$ cat src/rtl/core/sact_pkg.sv
`default_nettype none

package sact_pkg;

   // Fixed widths of the block.
   localparam int VECTOR_WIDTH  = 24;
   localparam int ANGLE_BITS    = 16;
   localparam int CORDIC_STAGES = 16;
   localparam int ANGLE_REG_W   = 16;
   localparam int GUARD_BITS    = 8;
   localparam int TURN_W        = 32;

   // The datapath carries guard bits plus headroom for the quarter turn
   // negation and the CORDIC gain of about 1.65 on a vector of length sqrt(2).
   localparam int DATA_W = VECTOR_WIDTH + GUARD_BITS + 3;

   // Gain correction multiply, split into narrow partial products.
   localparam int GAIN_W     = 30;
   localparam int CHUNK_W    = 18;
   localparam int NUM_CHUNKS = (DATA_W + CHUNK_W - 1) / CHUNK_W;
   localparam int MAG_PAD_W  = NUM_CHUNKS * CHUNK_W;
   localparam int PROD_W     = CHUNK_W + GAIN_W;
   localparam int ACC_W      = MAG_PAD_W + GAIN_W;
   localparam int ROUND_W    = DATA_W - GUARD_BITS + 1;

   localparam logic [GAIN_W-1:0] GAIN_Q30      = 30'd652032874;
   localparam logic [ACC_W-1:0]  GAIN_HALF_LSB = ACC_W'(1) << (GAIN_W - 1);
   localparam logic [DATA_W:0]   GUARD_HALF    = (DATA_W + 1)'(1) << (GUARD_BITS - 1);

   localparam logic [ROUND_W-1:0] SAT_POS = ROUND_W'({(VECTOR_WIDTH - 1){1'b1}});
   localparam logic [ROUND_W-1:0] SAT_NEG = SAT_POS + ROUND_W'(1);

   localparam logic [TURN_W-1:0] EIGHTH_TURN        = 32'h2000_0000;
   localparam logic [TURN_W-1:0] QUARTER_TURN       = 32'h4000_0000;
   localparam logic [TURN_W-1:0] THREE_QUARTER_TURN = 32'hC000_0000;

   // Accepting edge to the edge that takes the result, in clock cycles.
   localparam int LATENCY = CORDIC_STAGES + 6;

   // Register file.
   localparam int ADDR_W    = 3;
   localparam int CSR_IDX_W = 1;
   localparam logic [CSR_IDX_W-1:0] CSR_X_ANGLE = 1'b0;
   localparam logic [CSR_IDX_W-1:0] CSR_Y_ANGLE = 1'b1;
   localparam logic [ANGLE_REG_W-1:0] X_ANGLE_RESET = 16'h0000;
   localparam logic [ANGLE_REG_W-1:0] Y_ANGLE_RESET = 16'h4000;

   typedef enum logic [1:0] {
      QTR_0,
      QTR_90,
      QTR_180,
      QTR_270
   } quadrant_type;

   // Control that travels with each word down the pipeline.
   typedef struct packed {
      logic vld;
      logic err;
      logic rtype;
   } tag_type;

   typedef struct packed {
      logic signed [DATA_W-1:0] x;
      logic signed [DATA_W-1:0] y;
      logic signed [TURN_W-1:0] z;
   } lane_type;

   // Register angle to a 32-bit binary angle, wrapped to ANGLE_BITS.
   function automatic logic [TURN_W-1:0] to_turn32(input logic [ANGLE_REG_W-1:0] reg_val);
      logic [TURN_W-1:0] ext;
      ext = {{(TURN_W - ANGLE_REG_W){reg_val[ANGLE_REG_W-1]}}, reg_val};
      return {ext[ANGLE_BITS-1:0], {(TURN_W - ANGLE_BITS){1'b0}}};
   endfunction

   // floor(atan(2^-i) / (2*pi) * 2^32)
   function automatic logic [TURN_W-1:0] atan_entry(input int idx);
      logic [TURN_W-1:0] val;
      case (idx)
         0:  val = 32'h2000_0000;
         1:  val = 32'h12E4_051D;
         2:  val = 32'h09FB_385B;
         3:  val = 32'h0511_11D4;
         4:  val = 32'h028B_0D43;
         5:  val = 32'h0145_D7E1;
         6:  val = 32'h00A2_F61E;
         7:  val = 32'h0051_7C55;
         8:  val = 32'h0028_BE53;
         9:  val = 32'h0014_5F2E;
         10: val = 32'h000A_2F98;
         11: val = 32'h0005_17CC;
         12: val = 32'h0002_8BE6;
         13: val = 32'h0001_45F3;
         14: val = 32'h0000_A2F9;
         15: val = 32'h0000_517C;
         16: val = 32'h0000_28BE;
         17: val = 32'h0000_145F;
         18: val = 32'h0000_0A2F;
         19: val = 32'h0000_0517;
         20: val = 32'h0000_028B;
         21: val = 32'h0000_0145;
         22: val = 32'h0000_00A2;
         23: val = 32'h0000_0051;
         24: val = 32'h0000_0028;
         25: val = 32'h0000_0014;
         26: val = 32'h0000_000A;
         27: val = 32'h0000_0005;
         28: val = 32'h0000_0002;
         29: val = 32'h0000_0001;
         default: val = '0;
      endcase
      return val;
   endfunction

endpackage

`default_nettype wire

$ cat src/rtl/core/sact_finish.sv
`default_nettype none

module sact_finish (
   input  logic                                     clock,
   input  logic                                     reset,
   input  sact_pkg::tag_type                        tag_in,
   input  sact_pkg::lane_type [1:0]                 lanes_in,
   output logic                                     rsp_valid,
   output logic signed [sact_pkg::VECTOR_WIDTH-1:0] rsp_out_x,
   output logic signed [sact_pkg::VECTOR_WIDTH-1:0] rsp_out_y,
   output logic                                     rsp_error
);
   import sact_pkg::*;

   // Component 0 is x, component 1 is y.
   logic signed [DATA_W-1:0] src [2];

   // F1: sign and magnitude.
   logic [DATA_W-1:0] mag_in [2];
   logic [DATA_W-1:0] mag_ff [2];
   logic [1:0]        neg_in, neg1_ff, neg2_ff, neg3_ff;
   tag_type           tag1_ff, tag2_ff, tag3_ff;

   assign src[0] = lanes_in[0].x;
   assign src[1] = tag_in.rtype ? lanes_in[0].y : lanes_in[1].y;

   for (genvar c = 0; c < 2; c++) begin : g_mag
      assign neg_in[c] = src[c][DATA_W-1];
      assign mag_in[c] = neg_in[c] ? DATA_W'(-src[c]) : DATA_W'(src[c]);
   end

   // F2: partial products of the gain correction.
   logic [PROD_W-1:0] pp_in [2][NUM_CHUNKS];
   logic [PROD_W-1:0] pp_ff [2][NUM_CHUNKS];

   for (genvar c = 0; c < 2; c++) begin : g_pp
      logic [MAG_PAD_W-1:0] mag_pad;
      assign mag_pad = MAG_PAD_W'(mag_ff[c]);
      for (genvar k = 0; k < NUM_CHUNKS; k++) begin : g_chunk
         assign pp_in[c][k] = PROD_W'(mag_pad[k*CHUNK_W +: CHUNK_W]) * PROD_W'(GAIN_Q30);
      end
   end

   // F3: sum the partial products and round off the gain fraction.
   logic [DATA_W-1:0] t_in [2];
   logic [DATA_W-1:0] t_ff [2];

   for (genvar c = 0; c < 2; c++) begin : g_sum
      logic [ACC_W-1:0] acc;
      always_comb begin
         acc = GAIN_HALF_LSB;
         for (int k = 0; k < NUM_CHUNKS; k++) begin
            acc = acc + (ACC_W'(pp_ff[c][k]) << (CHUNK_W * k));
         end
      end
      assign t_in[c] = acc[GAIN_W +: DATA_W];
   end

   // F4: drop the guard bits with rounding, saturate, restore the sign.
   logic [VECTOR_WIDTH-1:0] res_in [2];

   for (genvar c = 0; c < 2; c++) begin : g_round
      logic [DATA_W:0]     rsum;
      logic [ROUND_W-1:0]  rmag, lim, rsat;
      assign rsum = (DATA_W + 1)'(t_ff[c]) + GUARD_HALF;
      assign rmag = rsum[DATA_W:GUARD_BITS];
      assign lim  = neg3_ff[c] ? SAT_NEG : SAT_POS;
      assign rsat = (rmag > lim) ? lim : rmag;
      assign res_in[c] = tag3_ff.err ? '0 :
                         neg3_ff[c] ? VECTOR_WIDTH'(-rsat) : VECTOR_WIDTH'(rsat);
   end

   logic                    rsp_valid_ff;
   logic [VECTOR_WIDTH-1:0] out_x_ff, out_y_ff;
   logic                    error_ff;

   always_ff @(posedge clock) begin
      if (reset) begin
         tag1_ff      <= '0;
         tag2_ff      <= '0;
         tag3_ff      <= '0;
         rsp_valid_ff <= 1'b0;
      end else begin
         tag1_ff      <= tag_in;
         tag2_ff      <= tag1_ff;
         tag3_ff      <= tag2_ff;
         rsp_valid_ff <= tag3_ff.vld;
      end
   end

   always_ff @(posedge clock) begin
      mag_ff   <= mag_in;
      neg1_ff  <= neg_in;
      pp_ff    <= pp_in;
      neg2_ff  <= neg1_ff;
      t_ff     <= t_in;
      neg3_ff  <= neg2_ff;
      out_x_ff <= res_in[0];
      out_y_ff <= res_in[1];
      error_ff <= tag3_ff.err;
   end

   assign rsp_valid = rsp_valid_ff;
   assign rsp_out_x = $signed(out_x_ff);
   assign rsp_out_y = $signed(out_y_ff);
   assign rsp_error = error_ff;

endmodule

`default_nettype wire
$ cat config.mk
export PLATFORM = sky130hd
export DESIGN_NAME = sact_finish
export DESIGN_NICKNAME = d
export VERILOG_FILES = /design/src/rtl/core/sact_pkg.sv /design/src/rtl/core/sact_finish.sv
export SDC_FILE = /design/constraint.sdc
export NUM_CORES = 2
export LEC_CHECK = 0
export BUFFER_PORTS_ARGS = -buffer_cell sky130_fd_sc_hd__buf_4
export CORE_ASPECT_RATIO = 0.75
export CORE_MARGIN = 5
export CORE_UTILIZATION = 32
export CTS_BUF_LIST = sky130_fd_sc_hd__clkbuf_4 sky130_fd_sc_hd__clkbuf_8 sky130_fd_sc_hd__clkbuf_16
export CTS_CLUSTER_SIZE = 14
export DETAILED_ROUTE_END_ITERATION = 6
export PLACE_DENSITY = 0.57
export SLEW_MARGIN = 40
export SYNTH_ARGS = -nofsm -noshare
export SYNTH_HDL_FRONTEND = slang
export SYNTH_SLANG_ARGS = --single-unit
$ cat constraint.sdc
create_clock -name clock -period 5.8 [get_ports clock]
set_input_delay 1.74 -clock clock [delete_from_list [all_inputs] [get_ports clock]]
set_output_delay 1.74 -clock clock [all_outputs]
set_load 0.1 [all_outputs]
==> results.yml <==
detailed_routing:
  vias: 38080
  route.detailed.drc: 0
  post_drt_via_cell_ratio: 4.573
  dr.first_iter.drc_count: 1967
  ant_nets: 0
  post_drt_wl_per_cell_um: 16.84
  finalWirelength_mm: 140.3
  drt_pass1_iterations: 5
placed_design:
  gp_congestion: 0.9592
  portBuffers: 159
  dp_hpwl_mm: 122.8
logic_synthesis:
  yosys_most_used_dff: "dfxtp_1"
  ys_seq_area_share_pct: 13.48
  async_reset_ff_share_pct: 0
  synth_top_area_share_pct: 31.95
  synth_edf_count: 0
  yosysUniqueCellTypes: 77
  synthTopCellsByCount: "1,395 x inv_1, 813 x ha_1, 801 x fa_1, 338 x dfxtp_1, 203 x a21oi_1"
  syn-num-nets: 7083
  synth.avg_cell_area_sq_um: 9.541
  synth.ff_latch_count: 338
  ys_top_cells_by_area: "fa_1 32%, ha_1 20%, dfxtp_1 13%"
  synth_most_common_cell: "inv_1"
  yosysTopAreaCell: "fa_1"
  netlist_area_sq_um: 50190
  synthCells: 5260
  yosys_warnings: 0
timing:
  finalMaxSlewViolations: 0
  rsz0062_at_grt: "true"
  fin_tns_setup_ns: -0.7309
  maxSlewHeadroom_pct: 49.32
  setup_viol: 14
  fin_crit_ns: 5.931
  hold_violations: 0
  final.setup.worst_slack_ns: -0.1311
  max_freq_mhz: 168.6
  fin_worst_skew_ns: 0.02096
  finalCritPeriodShare_pct: 102.3
  worst_pin_slew_ns: 0.7484
die:
  start_util_pct: 32.31
  ioPinCount: 259
  core_sq_um: 155300
  die_w_um: 467.3
  rows: 125
  fp.dieH_um: 353.0
  die_area_sq_um: 164900
worst_setup_path:
  crit_type: "register to register"
  r2r_start: "g_pp[1].mag_pad[6]$_DFF_P_"
  path_max_fanout: 5
  end_kind: "register"
  crit_end: "pp_ff[88]$_DFF_P_"
  required_ns: 6.29
  timing.rr.end: "pp_ff[88]$_DFF_P_"
  reg2reg_slack_ns: -0.13
  reg2reg_depth: 21
  worstSetupStartpoint: "g_pp[1].mag_pad[6]$_DFF_P_"
  startpoint_type: "register"
  crit_arrival_ns: 6.42
layout:
  area_growth_pct: 27.38
  drive_above_1_share_pct: 24.72
  num-nets-final: 8019
global_routing:
  grt_pass1_vias: 39450
  grt_max_degree: 59
  antenna_found_initial: 6
  grt.total_usage_pct: 16.85
  overflow: 0
  grt_pass1_wl_mm: 220.6
cts:
  cts_tree: "yes"
  cts_sinks: 338
  clk_pin_slew_ns: 0.06
  cts_htree_levels: 2
  cts.hold.buffers_added: 0
  cts-root-buf: "clkbuf_16"
  numCtsBuffers: 44
  clock_latency_ns: 0.62
  cts_buffer_depth: 3
hold_path:
  holdCritStartpoint: "neg2_ff[0]$_DFF_P_"
  hold_path.class: "register to register"
status:
  status: "finished with violations"
  violations: "setup timing"
run:
  drv_cap: 0
[layout make-up]
| cell class | instances | area (sq um) |
|---|---|---|
| fillers | 15130 | 91380 |
| repair buffers | 945 | 7305 |
| inverters | 1397 | 5251 |
| diodes | 4 | 10.01 |
| well taps | 2095 | 2621 |
| multi-input cells | 3470 | 40320 |
| clock buffers | 54 | 1225 |
| clock inverters | 25 | 270.3 |
| flip-flops and latches | 338 | 6928 |
[state kept, by name, summed over array words and instances, names as in the netlist, 24 cells and up]
signal	cells
rsp_out_y	24
rsp_out_x	24
t_ff	56
g_pp.mag_pad	70
pp_ff	150
[worst min path at each step]
stage                          to  slack [ns]  depth (start not counted)
3_3_place_gp   neg3_ff[0]$_DFF_P_        0.32                          0
4_1_cts        neg3_ff[0]$_DFF_P_        0.33                          0
6_report       neg3_ff[0]$_DFF_P_        0.33                          0
5_1_grt        neg3_ff[0]$_DFF_P_        0.33                          0
2_1_floorplan  neg2_ff[0]$_DFF_P_        0.31                          0
3_5_place_dp   neg3_ff[0]$_DFF_P_        0.31                          0
[worst max-delay path, stage by stage (launching register included)]
cell       delay (ns)
dfxtp_4          0.39
fa_1             0.53
inv_2            0.05
fa_1             0.50
fa_1             0.52
inv_2            0.06
fa_1             0.47
fa_1             0.56
inv_2            0.05
fa_1             0.53
inv_2            0.05
ha_4             0.25
a211oi_4         0.21
nand2_2          0.12
a211oi_4         0.24
a211oi_4         0.09
o21ai_4          0.29
o211ai_1         0.13
buf_4            0.18
a2111oi_4        0.33
nor2_1           0.10
xnor2_1          0.15
[through the flow]
stage | setup WS, ns | hold slack [ns] | cell area, sq um | util (%) | instances
2_1_floorplan | -0.03874 | 0.3096 | 50300 | - | 5260
3_3_place_gp | -0.5832 | 0.3153 | 59450 | 38.28 | 8190
3_5_place_dp | -0.6666 | 0.3135 | 59460 | 38.29 | 8191
4_1_cts | -0.07016 | 0.3280 | 62490 | 40.24 | 8293
5_1_grt | -0.2720 | 0.3349 | 63920 | 41.16 | 8325
6_report | -0.1311 | 0.3276 | 63930 | 41.16 | 8328
[layout by cell type, fill, tap and decap left out, types with 71 or more instances in the layout]
cell type  instances
a21o_1            76
a21oi_1          160
buf_4            900
dfxtp_1          281
fa_1             724
fa_2              77
ha_1             727
ha_4              73
inv_1           1321
inv_2             71
nand2_1          159
nand4_1           75
nor2_1           179
o21ai_0          125
xnor2_1          186
xor2_1           106
[kinds of logic after synthesis]
logic type / synth area share (%)
fa+ha+maj: 52.22
buf+inv: 10.88
flops: 13.48
xor+xnor: 5.340
compound gates: 9.137
simple gates: 8.028
mux: 0.9100
[per-layer routing]
metal,part of all wire (%),GRT usage (%),vias up
met5,0.0078,0,-
met4,1.4,2.493,2
met3,7.2,4.371,106
met2,42,24.47,757
met1,50,25.48,18580
li1,-,-,18640
[what timing repair did]
action / 4_1_cts / 5_1_grt
setup endpoints to repair: 77 / 76
pin swaps: 200 / 211
buffers inserted: 27 / 33
gates resized for setup: 311 / 296
hold endpoints to repair: 0 / 0
Power is not shown: default switching activity piles up to over one toggle a cycle in this logic, so the estimate is an artifact.
