--- src/rtl/core/sact_pkg.sv ---
`default_nettype none

package sact_pkg;

   // Fixed widths of the block.
   localparam int VECTOR_WIDTH  = 24;
   localparam int ANGLE_BITS    = 16;
   localparam int CORDIC_STAGES = 16;
   localparam int ANGLE_REG_W   = 16;
   localparam int GUARD_BITS    = 8;
   localparam int TURN_W        = 32;

   // The datapath carries guard bits plus headroom for the quarter turn
   // negation and the CORDIC gain of about 1.65 on a vector of length sqrt(2).
   localparam int DATA_W = VECTOR_WIDTH + GUARD_BITS + 3;

   // Gain correction multiply, split into narrow partial products.
   localparam int GAIN_W     = 30;
   localparam int CHUNK_W    = 18;
   localparam int NUM_CHUNKS = (DATA_W + CHUNK_W - 1) / CHUNK_W;
   localparam int MAG_PAD_W  = NUM_CHUNKS * CHUNK_W;
   localparam int PROD_W     = CHUNK_W + GAIN_W;
   localparam int ACC_W      = MAG_PAD_W + GAIN_W;
   localparam int ROUND_W    = DATA_W - GUARD_BITS + 1;

   localparam logic [GAIN_W-1:0] GAIN_Q30      = 30'd652032874;
   localparam logic [ACC_W-1:0]  GAIN_HALF_LSB = ACC_W'(1) << (GAIN_W - 1);
   localparam logic [DATA_W:0]   GUARD_HALF    = (DATA_W + 1)'(1) << (GUARD_BITS - 1);

   localparam logic [ROUND_W-1:0] SAT_POS = ROUND_W'({(VECTOR_WIDTH - 1){1'b1}});
   localparam logic [ROUND_W-1:0] SAT_NEG = SAT_POS + ROUND_W'(1);

   localparam logic [TURN_W-1:0] EIGHTH_TURN        = 32'h2000_0000;
   localparam logic [TURN_W-1:0] QUARTER_TURN       = 32'h4000_0000;
   localparam logic [TURN_W-1:0] THREE_QUARTER_TURN = 32'hC000_0000;

   // Accepting edge to the edge that takes the result, in clock cycles.
   localparam int LATENCY = CORDIC_STAGES + 6;

   // Register file.
   localparam int ADDR_W    = 3;
   localparam int CSR_IDX_W = 1;
   localparam logic [CSR_IDX_W-1:0] CSR_X_ANGLE = 1'b0;
   localparam logic [CSR_IDX_W-1:0] CSR_Y_ANGLE = 1'b1;
   localparam logic [ANGLE_REG_W-1:0] X_ANGLE_RESET = 16'h0000;
   localparam logic [ANGLE_REG_W-1:0] Y_ANGLE_RESET = 16'h4000;

   typedef enum logic [1:0] {
      QTR_0,
      QTR_90,
      QTR_180,
      QTR_270
   } quadrant_type;

   // Control that travels with each word down the pipeline.
   typedef struct packed {
      logic vld;
      logic err;
      logic rtype;
   } tag_type;

   typedef struct packed {
      logic signed [DATA_W-1:0] x;
      logic signed [DATA_W-1:0] y;
      logic signed [TURN_W-1:0] z;
   } lane_type;

   // Register angle to a 32-bit binary angle, wrapped to ANGLE_BITS.
   function automatic logic [TURN_W-1:0] to_turn32(input logic [ANGLE_REG_W-1:0] reg_val);
      logic [TURN_W-1:0] ext;
      ext = {{(TURN_W - ANGLE_REG_W){reg_val[ANGLE_REG_W-1]}}, reg_val};
      return {ext[ANGLE_BITS-1:0], {(TURN_W - ANGLE_BITS){1'b0}}};
   endfunction

   // floor(atan(2^-i) / (2*pi) * 2^32)
   function automatic logic [TURN_W-1:0] atan_entry(input int idx);
      logic [TURN_W-1:0] val;
      case (idx)
         0:  val = 32'h2000_0000;
         1:  val = 32'h12E4_051D;
         2:  val = 32'h09FB_385B;
         3:  val = 32'h0511_11D4;
         4:  val = 32'h028B_0D43;
         5:  val = 32'h0145_D7E1;
         6:  val = 32'h00A2_F61E;
         7:  val = 32'h0051_7C55;
         8:  val = 32'h0028_BE53;
         9:  val = 32'h0014_5F2E;
         10: val = 32'h000A_2F98;
         11: val = 32'h0005_17CC;
         12: val = 32'h0002_8BE6;
         13: val = 32'h0001_45F3;
         14: val = 32'h0000_A2F9;
         15: val = 32'h0000_517C;
         16: val = 32'h0000_28BE;
         17: val = 32'h0000_145F;
         18: val = 32'h0000_0A2F;
         19: val = 32'h0000_0517;
         20: val = 32'h0000_028B;
         21: val = 32'h0000_0145;
         22: val = 32'h0000_00A2;
         23: val = 32'h0000_0051;
         24: val = 32'h0000_0028;
         25: val = 32'h0000_0014;
         26: val = 32'h0000_000A;
         27: val = 32'h0000_0005;
         28: val = 32'h0000_0002;
         29: val = 32'h0000_0001;
         default: val = '0;
      endcase
      return val;
   endfunction

endpackage

`default_nettype wire

--- src/rtl/core/sact_prerot.sv ---
`default_nettype none

module sact_prerot (
   input  logic                                      clock,
   input  logic                                      reset,
   input  logic                                      accept,
   input  logic                                      req_type,
   input  logic signed [sact_pkg::VECTOR_WIDTH-1:0]  vec_x,
   input  logic signed [sact_pkg::VECTOR_WIDTH-1:0]  vec_y,
   input  logic                                      vec_valid,
   input  logic        [sact_pkg::ANGLE_REG_W-1:0]   x_angle,
   input  logic        [sact_pkg::ANGLE_REG_W-1:0]   y_angle,
   output sact_pkg::tag_type                         tag_out,
   output sact_pkg::lane_type [1:0]                  lanes_out
);
   import sact_pkg::*;

   // Exact rotation by a multiple of a quarter turn, residual angle kept in z.
   function automatic lane_type quarter_rot(
      input quadrant_type            quad,
      input logic signed [DATA_W-1:0] sx,
      input logic signed [DATA_W-1:0] sy,
      input logic signed [TURN_W-1:0] resid
   );
      lane_type res;
      res.z = resid;
      case (quad)
         QTR_90: begin
            res.x = -sy;
            res.y = sx;
         end
         QTR_180: begin
            res.x = -sx;
            res.y = -sy;
         end
         QTR_270: begin
            res.x = sy;
            res.y = -sx;
         end
         default: begin
            res.x = sx;
            res.y = sy;
         end
      endcase
      return res;
   endfunction

   // Stage 0: capture the word and derive the two rotation angles.
   tag_type                        tag0_in, tag0_ff;
   logic signed [VECTOR_WIDTH-1:0] vx0_ff, vy0_ff;
   logic [1:0][TURN_W-1:0]         ang0_in, ang0_ff;
   logic                           neg0_in, neg0_ff;
   logic [TURN_W-1:0]              xa, ya, ye;

   assign xa = to_turn32(x_angle);
   assign ya = to_turn32(y_angle);
   assign ye = xa - ya + QUARTER_TURN;

   // Lane 0 gives out_x in both directions and out_y for mount to camera.
   // Lane 1 gives out_y for camera to mount.
   assign ang0_in[0] = req_type ? xa : (TURN_W'(0) - xa);
   assign ang0_in[1] = TURN_W'(0) - (xa + ye);
   assign neg0_in    = req_type && (ye > QUARTER_TURN) && (ye < THREE_QUARTER_TURN);

   assign tag0_in.vld   = accept;
   assign tag0_in.err   = ~vec_valid;
   assign tag0_in.rtype = req_type;

   always_ff @(posedge clock) begin
      if (reset) begin
         tag0_ff <= '0;
      end else begin
         tag0_ff <= tag0_in;
      end
   end

   always_ff @(posedge clock) begin
      vx0_ff  <= vec_x;
      vy0_ff  <= vec_y;
      ang0_ff <= ang0_in;
      neg0_ff <= neg0_in;
   end

   // Stage 1: scale by the guard bits, reverse y when asked, quarter turns.
   logic signed [VECTOR_WIDTH:0] vy_wide, vy_adj;
   logic signed [DATA_W-1:0]     sx, sy;
   lane_type [1:0]               lanes1_in, lanes1_ff;
   tag_type                      tag1_ff;

   assign vy_wide = {vy0_ff[VECTOR_WIDTH-1], vy0_ff};
   assign vy_adj  = neg0_ff ? -vy_wide : vy_wide;
   assign sx = {{(DATA_W - VECTOR_WIDTH - GUARD_BITS){vx0_ff[VECTOR_WIDTH-1]}},
                vx0_ff, {GUARD_BITS{1'b0}}};
   assign sy = {{(DATA_W - VECTOR_WIDTH - 1 - GUARD_BITS){vy_adj[VECTOR_WIDTH]}},
                vy_adj, {GUARD_BITS{1'b0}}};

   for (genvar l = 0; l < 2; l++) begin : g_lane
      logic [TURN_W-1:0] qsum;
      logic [TURN_W-1:0] resid;
      assign qsum  = ang0_ff[l] + EIGHTH_TURN;
      assign resid = ang0_ff[l] - {qsum[TURN_W-1 -: 2], {(TURN_W - 2){1'b0}}};
      assign lanes1_in[l] = quarter_rot(quadrant_type'(qsum[TURN_W-1 -: 2]), sx, sy,
                                        $signed(resid));
   end

   always_ff @(posedge clock) begin
      if (reset) begin
         tag1_ff <= '0;
      end else begin
         tag1_ff <= tag0_ff;
      end
   end

   always_ff @(posedge clock) begin
      lanes1_ff <= lanes1_in;
   end

   assign tag_out   = tag1_ff;
   assign lanes_out = lanes1_ff;

endmodule

`default_nettype wire

--- config.mk ---
export PLATFORM = sky130hd
export DESIGN_NAME = sact_prerot
export DESIGN_NICKNAME = d
export VERILOG_FILES = /design/src/rtl/core/sact_pkg.sv /design/src/rtl/core/sact_prerot.sv
export SDC_FILE = /design/constraint.sdc
export NUM_CORES = 1
export LEC_CHECK = 0
export BUFFER_PORTS_ARGS = -buffer_cell sky130_fd_sc_hd__buf_4
export CELL_PAD_IN_SITES_DETAIL_PLACEMENT = 1
export CELL_PAD_IN_SITES_GLOBAL_PLACEMENT = 2
export CORE_MARGIN = 2
export CORE_UTILIZATION = 32
export CTS_CLUSTER_SIZE = 25
export DETAILED_ROUTE_END_ITERATION = 10
export PLACE_DENSITY = 0.83
export SLEW_MARGIN = 10
export SYNTH_ARGS = -nofsm -noshare
export SYNTH_HDL_FRONTEND = slang
export SYNTH_SLANG_ARGS = --single-unit
--- constraint.sdc ---
create_clock -name clock -period 6.04 [get_ports clock]
set_clock_uncertainty 0.15 [all_clocks]
set_input_delay 0.302 -clock clock [delete_from_list [all_inputs] [get_ports clock]]
set_output_delay 0.302 -clock clock [all_outputs]
set_load 0.005 [all_outputs]
==> results of run 1 <==
==> cell type report <==
type                    instances  area (sq um)
inverters                      54           203
fillers                      4257         21100
clock buffers                  33           741
well taps                     468           586
diodes                          6          15.0
multi-input cells             991          6560
flip-flops and latches        227          4540
repair buffers                303          2440
clock inverters                19           219
==> cell usage in the layout (no fill, tap or decap), types with 8 or more instances in the layout <==
cell,synthesis,routed
sky130_fd_sc_hd__a31oi_1,24,24
sky130_fd_sc_hd__o21ai_0,78,78
sky130_fd_sc_hd__or3_1,21,21
sky130_fd_sc_hd__clkbuf_16,0,29
sky130_fd_sc_hd__clkinv_2,0,8
sky130_fd_sc_hd__conb_1,1,64
sky130_fd_sc_hd__xor2_1,81,79
sky130_fd_sc_hd__mux2i_1,18,18
sky130_fd_sc_hd__nor2_1,115,115
sky130_fd_sc_hd__ha_1,67,65
sky130_fd_sc_hd__nand2b_1,8,8
sky130_fd_sc_hd__nor3_1,25,25
sky130_fd_sc_hd__nor2b_1,8,8
sky130_fd_sc_hd__xnor2_1,102,100
sky130_fd_sc_hd__o31ai_1,12,12
sky130_fd_sc_hd__a211oi_1,9,9
sky130_fd_sc_hd__inv_1,54,54
sky130_fd_sc_hd__and3_1,12,12
sky130_fd_sc_hd__o21ai_1,13,13
sky130_fd_sc_hd__dlygate4sd3_1,0,68
sky130_fd_sc_hd__nand3_1,18,18
sky130_fd_sc_hd__buf_4,67,235
sky130_fd_sc_hd__a21oi_1,115,115
sky130_fd_sc_hd__dfxtp_1,227,227
sky130_fd_sc_hd__nand2_1,92,92
==> worst paths after layout <==
path	from	to	slack (ns)	depth (start not counted)
hold / removal	req_type	ang0_ff[17]$_DFF_P_	0.03	2
hold reg to reg	ang0_ff[51]$_DFF_P_	lanes_out[121]$_DFF_P_	0.17	0
setup reg to reg	vy0_ff[2]$_DFF_P_	lanes_out[90]$_DFF_P_	1.90	8
setup / recovery	x_angle[5]	ang0_ff[63]$_DFF_P_	1.04	18
==> flip-flops by register name (all words and copies together), names as in the netlist <==
name and flops:
tag0_ff 3, lanes_out 140, tag_out 3, vx0_ff 24, neg0_ff 1, ang0_ff 32
vy0_ff 24
==> cells by family (layout without fill, tap and decap cells) <==
group / Yosys count / count (layout) / synth area share [%]
other cells: 1 / 70 / 0.0319
mux: 24 / 24 / 2.10
buf+inv: 185 / 409 / 8.19
compound gates: 296 / 296 / 15.0
flops: 227 / 227 / 38.6
xor+xnor: 186 / 186 / 14.0
simple gates: 353 / 353 / 14.7
fa+ha+maj: 68 / 68 / 7.29
==> through the flow <==
step	hold slack, ns	utilization (%)	setup slack [ns]	area (sq um)	std cells
6_report	0.0319	42.0	1.04	15300	2101
5_1_grt	0.0458	42.0	0.592	15300	2099
4_1_cts	0.00905	42.0	1.06	15300	2095
3_5_place_dp	0.163	37.5	1.05	13600	1975
3_3_place_gp	0.161	37.5	1.25	13600	1975
2_1_floorplan	0.160	-	1.77	12000	1403
==> power by group <==
| part | switching [W] | internal [W] | total [W] |
|---|---|---|---|
| logic | 0.00202 | 0.00166 | 0.00368 |
| registers | 0.000225 | 0.00205 | 0.00227 |
| clock network | 0.000667 | 0.00105 | 0.00172 |
==> metal layers <==
layer  up-vias  global-route usage [%]  share of wire, %
met2       225                    31.5                48
met4         8                    3.79               1.9
met1      4716                    22.4                44
met5         -                       0              0.16
li1       5005                       -                 -
met3        45                    4.30               6.3
==> critical path, stage by stage <==
cell and delay (ns):
sky130_fd_sc_hd__dlygate4sd3_1 0.55, sky130_fd_sc_hd__buf_4 0.14, sky130_fd_sc_hd__ha_1 0.29, sky130_fd_sc_hd__ha_1 0.27
sky130_fd_sc_hd__or3_1 0.36, sky130_fd_sc_hd__o21ai_0 0.49, sky130_fd_sc_hd__nand2b_1 0.17, sky130_fd_sc_hd__xnor2_1 0.21
sky130_fd_sc_hd__ha_1 0.27, sky130_fd_sc_hd__ha_1 0.35, sky130_fd_sc_hd__nand3_1 0.10, sky130_fd_sc_hd__o221ai_1 0.11
sky130_fd_sc_hd__o21bai_1 0.23, sky130_fd_sc_hd__and4_1 0.26, sky130_fd_sc_hd__o31ai_1 0.54, sky130_fd_sc_hd__nor3_1 0.11
sky130_fd_sc_hd__or3_1 0.38, sky130_fd_sc_hd__xor2_1 0.14
==> results.env, run 1 <==
RUN_STATUS='finished, final reports clean'
CRIT_TYPE='in2reg'
DRT_WL_TOTAL_MICRONS=35000
TRITONCTS_CLOCK_TREE='built'
POST_SYNTHESIS_CELL_AREA_SQ_MM=0.0118
RSZ0062_AT_GRT='false'
CTSHTREEMAXLEVEL=1
FIRST_ITER_VIOLATIONS=279
FINALMAXSLEWVIOLATIONS=0
FINALSETUPVIOLATIONS=0
CTS.CLK_SLEW.WORST_PATHS_NS=0.06
CRIT_PATH_MAX_FANOUT=7
NETLIST.TOP_CELL.BY_AREA='sky130_fd_sc_hd__dfxtp_1'
DRT-VIAS-PER-INSTANCE=4.76
HOLD_CLASS='in2reg'
STARTING_DENSITY_PCT=32.3
PERIOD_NEEDED_NS=5.00
DRTPASS1ITERATIONS=4
MAX_FREQ_MHz=200
DRC_ERRORS=0
DIE-HEIGHT_MICRONS=196
SYNTH_SEQ_AREA_SHARE_PCT=38.6
FLOORPLAN_DIE_WIDTH_MICRONS=196
TRITONCTS.NUM_BUFFERS=28
NUMBER_OF_SYNTHESIZED_FLOPS_WITH_AN_ENABLE_PIN=0
POST_SYNTH.CELL_AREA_AVG_SQ_UM=8.78
DIEAREA_SQ_MM=0.0383
ROUTABILITYCONGESTION=0.816
NETLIST_TOP_CELLS_COUNT='sky130_fd_sc_hd__dfxtp_1 (227), sky130_fd_sc_hd__a21oi_1 (115), sky130_fd_sc_hd__nor2_1 (115)'
CRITPATHCAPTURETYPE='flop'
NETS=1758
POWER.DENSITY_mW_PER_MM2=501
ASYNC_FLOP_SHARE_PCT=0
CLK_PATH_BUF_DEPTH=3
TIGHTESTPINTRANSITION_NS=1.08
CLOCK-ROOT-BUFFER='sky130_fd_sc_hd__clkbuf_16'
FIRST_GLOBAL_VIAS=10260
CLOCK_LATENCY_OF_THE_LATER_CLOCKED_REGISTER_IN_THE_WORST_SKEW_PAIR_NS=0.55
YOSYSWARNINGS=0
CRITICAL_PATH_ARRIVAL_NS=5.28
SYNTH.DISTINCT_CELLS=70
TIMING.SLEW.HEADROOM_PCT=27.3
SYN_INST=1340
IR_WORST_VDD_mV=0.362
SYNTH_LARGEST_TYPE_AREA_FRACTION_PCT=38.6
SYNTHMOSTINSTANTIATEDCELL='sky130_fd_sc_hd__dfxtp_1'
CTS_SINKS=227
CTS_POST_SETUP_BUFFERS_INSERTED=0
POST_SYNTHESIS_REGISTER_BIT_COUNT=227
DRV_CAP=0
MOST_USED_FLIP_FLOP_CELL_AFTER_SYNTHESIS='sky130_fd_sc_hd__dfxtp_1'
IO_PINS=292
DRIVE_GT1_SHARE_PCT=19.2
ROUTEDWLPERCELL_MICRONS=16.7
CTS-RESIZED-GATES=0
DETAILED_PLACE_HPWL_MICRONS=26200
LEAKAGE_nW=6.75
GLOBALROUTETOTALUTIL_PCT=18.0
COREAREA_SQ_MM=0.0364
CTS.HOLD.BUFFERS_ADDED=68
ROWS=70
DETAIL-ROUTE-ANTENNA-NETS=0
PLACE.PORT_BUFFERS=227
SYNTH_AREA_LEADERS='sky130_fd_sc_hd__dfxtp_1 (39%), sky130_fd_sc_hd__xnor2_1 (7.6%), sky130_fd_sc_hd__ha_1 (7.1%), sky130_fd_sc_hd__xor2_1 (6.0%), sky130_fd_sc_hd__a21oi_1 (4.9%)'
FINALHOLDVIOLCOUNT=0
START_KIND='input port'
GRT_FIRST_PASS_WIRELENGTH_MICRONS=55200
FINAL.PERIOD_UTILIZATION_PCT=82.8
POWER_W=0.00768
SYN_TO_FINAL_GROWTH_PCT=30.1
SETUP_TOTAL_NEGATIVE_SLACK_NS=0
DR_TOTAL_VIAS=9999
CRIT_REQUIRED_NS=6.32
GRT_START_MAX_NET_PINS=106
GRT_REMAINING_OVERFLOW=0
ANTENNA_FOUND_INITIAL=10
(Power assumes the default switching activity.)
==> inputs of run 2 (changes only) <==
- clock period: 6.04 -> 4.8 ns (I/O delays scaled with it)
==> run 2 against run 1 <==
Effect of this change:
- global-route usage up 0.26 points
- first-iteration DRC count is the same
- utilization up 0.58 points
- clock power rose by 27%
==> results.env, run 2 (synthesis results as in run 1) <==
COREAREA_SQ_MM=0.0364  # unchanged
LARGEST_REG_FLOPS=140  # unchanged
DETAIL-ROUTE-ANTENNA-NETS=0  # unchanged
IR_WORST_VDD_mV=0.431  # was 0.362 mV
WORST-R2R-CELL-COUNT=11  # was 8
SETUP_SLACK_NS=0.237  # was 1.04 ns
CRITICAL_PATH_ARRIVAL_NS=4.89  # was 5.28 ns
DRT_WL_TOTAL_MICRONS=35300  # was 35000 microns
PLACE_AREA_SQ_MM=0.0137  # was 0.0136 sq mm
GRT_REMAINING_OVERFLOW=0  # unchanged
DR_TOTAL_VIAS=10152  # was 9999
DIE-HEIGHT_MICRONS=196  # unchanged
HOLD_CLASS='in2reg'  # unchanged
IO_PINS=292  # unchanged
DRIVE_GT1_SHARE_PCT=20.0  # was 19.2%
LAYOUT_COMMONEST_CELL='sky130_fd_sc_hd__buf_4'  # unchanged
FINISH.UTILIZATION_PCT=42.6  # was 42.0%
TIMING.HOLD.WS_NS=0.0330  # was 0.0319 ns
START_KIND='input port'  # unchanged
FF_LATCH_AREA_SQ_MM=0.00454  # unchanged
PERIOD_NEEDED_NS=4.56
TIGHTESTPINTRANSITION_NS=1.08  # about the same
DRV_CAP=0  # unchanged
FIRST_GLOBAL_VIAS=10369  # was 10.3k
SYN_TO_FINAL_GROWTH_PCT=31.9  # was 30.1%
AREA_OF_THE_MULTI_INPUT_GATES_SQ_MM=0.00657  # was 0.00656 sq mm
CTSHTREEMAXLEVEL=1  # unchanged
MOSTFREQUENTLAYOUTCELLS='sky130_fd_sc_hd__buf_4 (248), sky130_fd_sc_hd__dfxtp_1 (227), sky130_fd_sc_hd__nor2_1 (115), sky130_fd_sc_hd__a21oi_1 (115), sky130_fd_sc_hd__xnor2_1 (100)'  # was sky130_fd_sc_hd__buf_4 (235), sky130_fd_sc_hd__dfxtp_1 (227), sky130_fd_sc_hd__nor2_1 (115), sky130_fd_sc_hd__a21oi_1 (115), sky130_fd_sc_hd__xnor2_1 (100)
FINALSETUPVIOLATIONS=0  # unchanged
CRIT_PATH_MAX_FANOUT=5  # was 7
TRITONCTS.NUM_BUFFERS=27  # was 28
GRT_START_MAX_NET_PINS=94  # was 106
PLACE.PORT_BUFFERS=227  # unchanged
CTS.CLK_SLEW.WORST_PATHS_NS=0.06  # about the same
CRITPATHCAPTURETYPE='flop'  # unchanged
RUN_STATUS='finished, final reports clean'  # unchanged
ROWS=70  # unchanged
POWER.DENSITY_mW_PER_MM2=628  # was 501 mW/mm^2
CTS_SINKS=227  # unchanged
CLOCK-ROOT-BUFFER='sky130_fd_sc_hd__clkbuf_16'  # unchanged
FLOORPLAN_DIE_WIDTH_MICRONS=196  # unchanged
CRIT_TYPE='in2reg'  # unchanged
CLOCK_LATENCY_OF_THE_LATER_CLOCKED_REGISTER_IN_THE_WORST_SKEW_PAIR_NS=0.55  # about the same
DESIGN_AREA_SQ_MM=0.0155  # was 0.0153 sq mm
FINALHOLDVIOLCOUNT=0  # unchanged
CLK_PATH_BUF_DEPTH=3  # unchanged
FIRST_ITER_VIOLATIONS=279  # unchanged
ROUTEDWLPERCELL_MICRONS=16.7  # about the same
CRIT_REQUIRED_NS=5.13  # was 6.32 ns
LEAKAGE_nW=6.87  # was 6.75 nW
TRITONCTS_CLOCK_TREE='built'  # unchanged
FINAL.PERIOD_UTILIZATION_PCT=95.1
NFILLCELLS=4259  # was 4257
MAX_FREQ_MHz=219
TIMING.SLEW.HEADROOM_PCT=27.2  # was 27.3%
ANTENNA_FOUND_INITIAL=12  # was 10
GRT_FIRST_PASS_WIRELENGTH_MICRONS=56100  # was 55200 microns
POWER_W=0.00975  # was 0.00768 W
NETS=1780  # was 1758
GLOBALROUTETOTALUTIL_PCT=18.2  # was 18.0%
FINALMAXSLEWVIOLATIONS=0  # unchanged
WORSTHOLDPATHCELLS=3  # was 2
DRTPASS1ITERATIONS=4  # unchanged
CTS_POST_SETUP_BUFFERS_INSERTED=0  # unchanged
DETAILED_PLACE_HPWL_MICRONS=26500  # was 26200 microns
DRT-VIAS-PER-INSTANCE=4.78  # was 4.76
DRC_ERRORS=0  # unchanged
STARTING_DENSITY_PCT=32.3  # unchanged
DIEAREA_SQ_MM=0.0383  # unchanged
DP_WORST_SETUP_SLACK_NS=0.0791  # was 1.05 ns
ROUTABILITYCONGESTION=0.843  # was 0.816
run 2: cell types whose count changed in the layout (fill, tap and decap cells not counted), sizes merged:
cell,before,now
clkinvlp,4,3
clkinv,9,5
buf,235,248
dlygate4sd3,68,78
inv,56,59
run 2: layout make-up:
type                            count  area share, %
Multi-Input combinational cell    991           42.3
Sequential cell                   227           29.3
Timing Repair Buffer              326           17.0
Clock buffer                       33           4.82
Tap cell                          468           3.77
Clock inverter                     17           1.36
Inverter                           54           1.31
Antenna cell                        6         0.0967
run 2: routing by layer:
| layer | track usage (%) | vias up | part of all wire (%) |
|---|---|---|---|
| met3 | 3.99 | 51 | 5.9 |
| met1 | 22.7 | 4829 | 44 |
| met2 | 32.3 | 222 | 48 |
| met5 | 0 | - | 0.18 |
| met4 | 3.76 | 10 | 1.5 |
| li1 | - | 5040 | - |
run 2: final timing paths:
check                 startpoint                endpoint  slack, ns
min                     req_type     ang0_ff[19]$_DFF_P_       0.03
min reg2reg  ang0_ff[51]$_DFF_P_  lanes_out[121]$_DFF_P_       0.18
max reg2reg    vy0_ff[0]$_DFF_P_  lanes_out[202]$_DFF_P_       0.78
max                   x_angle[1]     ang0_ff[63]$_DFF_P_       0.24
run 2: where the power goes:
group,internal [W],leakage (nW),total [W],switching [W]
sequential,0.00258,1.91,0.00287,0.000292
clock,0.00133,0.469,0.00218,0.000852
combinational,0.00215,4.49,0.00470,0.00255
run 2: repair_timing:
item	in CTS	in global routing
hold buffers	78	0
setup endpoints to repair	0	2
resized for setup	0	8
endpoints found under the hold margin	72	0
run 2: critical path, stage by stage:
cell and delay (ns):
sky130_fd_sc_hd__dlygate4sd3_1 0.53, sky130_fd_sc_hd__buf_4 0.14, sky130_fd_sc_hd__ha_1 0.32, sky130_fd_sc_hd__ha_1 0.36
sky130_fd_sc_hd__ha_1 0.20, sky130_fd_sc_hd__o211ai_1 0.21, sky130_fd_sc_hd__and2_4 0.20, sky130_fd_sc_hd__nand3_1 0.07
sky130_fd_sc_hd__o311a_1 0.16, sky130_fd_sc_hd__ha_1 0.29, sky130_fd_sc_hd__ha_1 0.36, sky130_fd_sc_hd__a21oi_1 0.19
sky130_fd_sc_hd__o221ai_1 0.14, sky130_fd_sc_hd__o21bai_1 0.23, sky130_fd_sc_hd__and4_1 0.27, sky130_fd_sc_hd__o31ai_2 0.30
sky130_fd_sc_hd__buf_4 0.17, sky130_fd_sc_hd__nor4bb_1 0.21, sky130_fd_sc_hd__or3_1 0.16, sky130_fd_sc_hd__xor2_1 0.13
run 2: metrics by stage:
stage               TNS (ns)  cells
finish                     0   2122
global route        -0.00370   2120
CTS                        0   2116
detailed placement         0   1988
global placement           0   1988
floorplan                  0   1403
==> inputs of run 3 (changes only) <==
- CORE_UTILIZATION: 32 -> 34
- PLACE_DENSITY: 0.83 -> 0.87
- clock period: 4.8 -> 5.25 ns (I/O delays scaled with it)
==> run 3 against run 2 <==
Effect of this change:
- sequential cell count unchanged
- power down 8.3%
- utilization is 2.3 points higher
- combinational power is 9.1% lower
- largest cell class unchanged
==> results.env, run 3 (synthesis results as in run 1) <==
DETAILED_PLACE_HPWL_MICRONS=25900  # was 26500 microns
POWER_SWITCHING_SHARE_PCT=37.6  # was 37.8%
CTS_SINKS=227  # unchanged
LARGEST_REG_FLOPS=140  # unchanged
FIRST_ITER_VIOLATIONS=463  # was 279
TIGHTESTPINTRANSITION_NS=1.04  # was 1.08 ns
FINAL.PERIOD_UTILIZATION_PCT=92.4
DRT-VIAS-PER-INSTANCE=4.83  # was 4.78
NETS=1766  # was 1780
DRIVE_GT1_SHARE_PCT=19.2  # was 20.0%
CRIT_TYPE='in2reg'  # unchanged
COREAREA_SQ_MM=0.0343  # was 0.0364 sq mm
PATH_CELLS='dlygate4sd3_1 -> buf_4 -> ha_1 -> ha_1 -> nor4b_1 -> a2111oi_0 -> o311a_1 -> ha_1 -> ha_1 -> a21oi_1 -> o221ai_1 -> o21bai_1 -> and4_1 -> o31ai_1 -> nor3_1 -> or3_1 -> xor2_1'  # was dlygate4sd3_1 -> buf_4 -> ha_1 -> ha_1 -> ha_1 -> o211ai_1 -> and2_4 -> nand3_1 -> o311a_1 -> ha_1 -> ha_1 -> a21oi_1 -> o221ai_1 -> o21bai_1 -> and4_1 -> o31ai_2 -> buf_4 -> nor4bb_1 -> or3_1 -> xor2_1
CLK_PATH_BUF_DEPTH=3  # unchanged
PLACE.PORT_BUFFERS=227  # unchanged
FIN_CELLS=2092  # was 2122
MAX_STAGE_DELAY_NS=0.57  # was 0.53 ns
GRT_REMAINING_OVERFLOW=0  # unchanged
R2R_START='vy0_ff[0]$_DFF_P_'  # unchanged
CPLARGESTDELAYFAMILY='compound AO/OA/AOI/OAI gates'  # was adder cells
CLOCK_LATENCY_OF_THE_LATER_CLOCKED_REGISTER_IN_THE_WORST_SKEW_PAIR_NS=0.55  # about the same
TRITONCTS_CLOCK_TREE='built'  # unchanged
CRIT_PATH_MAX_FANOUT=9  # was 5
POWER.SHARE.COMBINATIONAL_PCT=47.8  # was 48.2%
DRV_CAP=0  # unchanged
CTS_POST_SETUP_BUFFERS_INSERTED=0  # unchanged
DETAIL-ROUTE-ANTENNA-NETS=0  # unchanged
STARTING_DENSITY_PCT=34.3  # was 32.3%
SYN_TO_FINAL_GROWTH_PCT=30.9  # was 31.9%
CTSHTREEMAXLEVEL=1  # unchanged
ROUTEDWLPERCELL_MICRONS=16.9  # was 16.7 microns
SETUP_TOTAL_NEGATIVE_SLACK_NS=0  # unchanged
P_INT_W=0.00558  # was 0.00606 W
DIE-HEIGHT_MICRONS=190  # was 196 microns
IO_PINS=292  # unchanged
ROWS=68  # was 70
POWER.SEQUENTIAL.FRACTION_PCT=29.2  # was 29.4%
TIMING.SLEW.HEADROOM_PCT=30.9  # was 27.2%
TIMING.HOLD.WS_NS=0.104  # was 0.0330 ns
FINALSETUPVIOLATIONS=0  # unchanged
ANTENNA_FOUND_INITIAL=5  # was 12
CRITICAL_PATH_ARRIVAL_NS=5.13  # was 4.89 ns
LEAKAGE_nW=6.81  # was 6.87 nW
DIEAREA_SQ_MM=0.0361  # was 0.0383 sq mm
CTS.CLK_SLEW.WORST_PATHS_NS=0.06  # about the same
HOLD_PATH.STARTPOINT='y_angle[0]'  # was req_type
TRITONCTS.NUM_BUFFERS=26  # was 27
CRITICAL_PATH.SLOWEST_CELL='sky130_fd_sc_hd__o31ai_1'  # was sky130_fd_sc_hd__dlygate4sd3_1
FIRST_GLOBAL_VIAS=10420  # about the same
GRT_FIRST_PASS_WIRELENGTH_MICRONS=55900  # was 56100 microns
FINALHOLDVIOLCOUNT=0  # unchanged
CRITICAL_PATH_BUF_INV_COUNT=2  # was 3
HOLD_CLASS='in2reg'  # unchanged
CRITPATHCAPTURETYPE='flop'  # unchanged
FINALMAXSLEWVIOLATIONS=0  # unchanged
PLACE.DETAILED.INSTANCES=1964  # was 1988
SETUP_SLACK_NS=0.399  # was 0.237 ns
DRTPASS1ITERATIONS=4  # unchanged
DP_WORST_SETUP_SLACK_NS=0.291  # was 0.0791 ns
RSZ0062_AT_GRT='false'
POWER.SWITCHING_W=0.00336  # was 0.00369 W
POWER.DENSITY_mW_PER_MM2=580  # was 628 mW/mm^2
DRT_WL_TOTAL_MICRONS=35300  # about the same
GRT_START_MAX_NET_PINS=106  # was 94
GLOBALROUTETOTALUTIL_PCT=19.3  # was 18.2%
FLOORPLAN_DIE_WIDTH_MICRONS=190  # was 196 microns
PERIOD_NEEDED_NS=4.85
CLOCK-ROOT-BUFFER='sky130_fd_sc_hd__clkbuf_16'  # unchanged
START_KIND='input port'  # unchanged
CRIT_REQUIRED_NS=5.53  # was 5.13 ns
RUN_STATUS='finished, final reports clean'  # unchanged
MOSTFREQUENTLAYOUTCELLS='sky130_fd_sc_hd__buf_4 (237), sky130_fd_sc_hd__dfxtp_1 (227), sky130_fd_sc_hd__nor2_1 (115), sky130_fd_sc_hd__a21oi_1 (115), sky130_fd_sc_hd__xnor2_1 (100)'  # was sky130_fd_sc_hd__buf_4 (248), sky130_fd_sc_hd__dfxtp_1 (227), sky130_fd_sc_hd__nor2_1 (115), sky130_fd_sc_hd__a21oi_1 (115), sky130_fd_sc_hd__xnor2_1 (100)
CRITPATHLAUNCH='x_angle[6]'  # was x_angle[1]
ROUTABILITYCONGESTION=0.777  # was 0.843
FINISH.UTILIZATION_PCT=44.9  # was 42.6%
LAYOUT_COMMONEST_CELL='sky130_fd_sc_hd__buf_4'  # unchanged
CRITPATHMOSTFREQUENTCELL='sky130_fd_sc_hd__ha_1'  # unchanged
IR_WORST_VDD_mV=0.411  # was 0.431 mV
MAX_FREQ_MHz=206
CLOCK_POWER_SHARE_PCT=23.0  # was 22.4%
DR_TOTAL_VIAS=10108  # was 10.2k
DRC_ERRORS=0  # unchanged
run 3: changes by cell type in the layout (fill, tap and decap cells not counted), sizes merged:
cell / change
buf: -11
bufinv: +2
clkbuf: -3
clkinv: +1
clkinvlp: +1
diode: -2
dlygate4sd3: -2
inv: -3
run 3: timing repair:
action,4_1_cts,5_1_grt
hold endpoints to repair,72,0
setup endpoints to repair,0,1
hold buffers,76,0
resized for setup,0,1
run 3: through the flow:
| stage | area, sq um | total power [W] |
|---|---|---|
| final | 15400 | 0.00894 |
| after detailed placement | 13600 | 0.00688 |
| after floorplan | 12000 | 0.00531 |
| after global routing | 15400 | 0.00965 |
| after CTS | 15400 | 0.00905 |
| after global placement | 13600 | 0.00677 |
run 3: path summary, 6_finish.rpt:
| kind | end | cells past startpoint | slack (ns) |
|---|---|---|---|
| worst min register to register | lanes_out[119]$_DFF_P_ | 0 | 0.17 |
| worst max register to register | lanes_out[201]$_DFF_P_ | 10 | 0.94 |
| worst max-delay path | ang0_ff[63]$_DFF_P_ | 17 | 0.40 |
| worst min-delay path | ang0_ff[48]$_DFF_P_ | 4 | 0.10 |
run 3: area by class of cell:
cell class | count | area [sq um]
clock inverter | 18 | 273
sequential | 227 | 4540
timing repair buffer | 313 | 2540
multi-input combinational | 991 | 6550
antenna | 4 | 10.0
clock buffer | 30 | 717
inverter | 54 | 203
tap | 455 | 569
fill | 3989 | 18900
run 3: power groups by stage:
stage               clock (W)  sequential, W  combinational, W
floorplan                   0        0.00261           0.00270
global placement            0        0.00265           0.00412
detailed placement          0        0.00265           0.00423
CTS                   0.00211        0.00261           0.00432
global route          0.00220        0.00266           0.00479
finish                0.00206        0.00261           0.00427
run 3: worst register-to-register path, delay by kind of cell (launching register included):
kind,cells,cell delay [ns]
AO/OA/AOI/OAI,5,2.10
adder cells (fa/ha/maj),1,0.33
buffers and inverters,1,0.20
flip-flops,1,0.37
AND/OR/NAND/NOR,3,1.02
run 3: routing by layer:
metal / global-route usage, % / part of all wire (%)
met3: 4.57 / 5.7
met2: 33.6 / 48
met4: 5.37 / 2.6
met1: 23.8 / 44
met5: 0 / 0.085
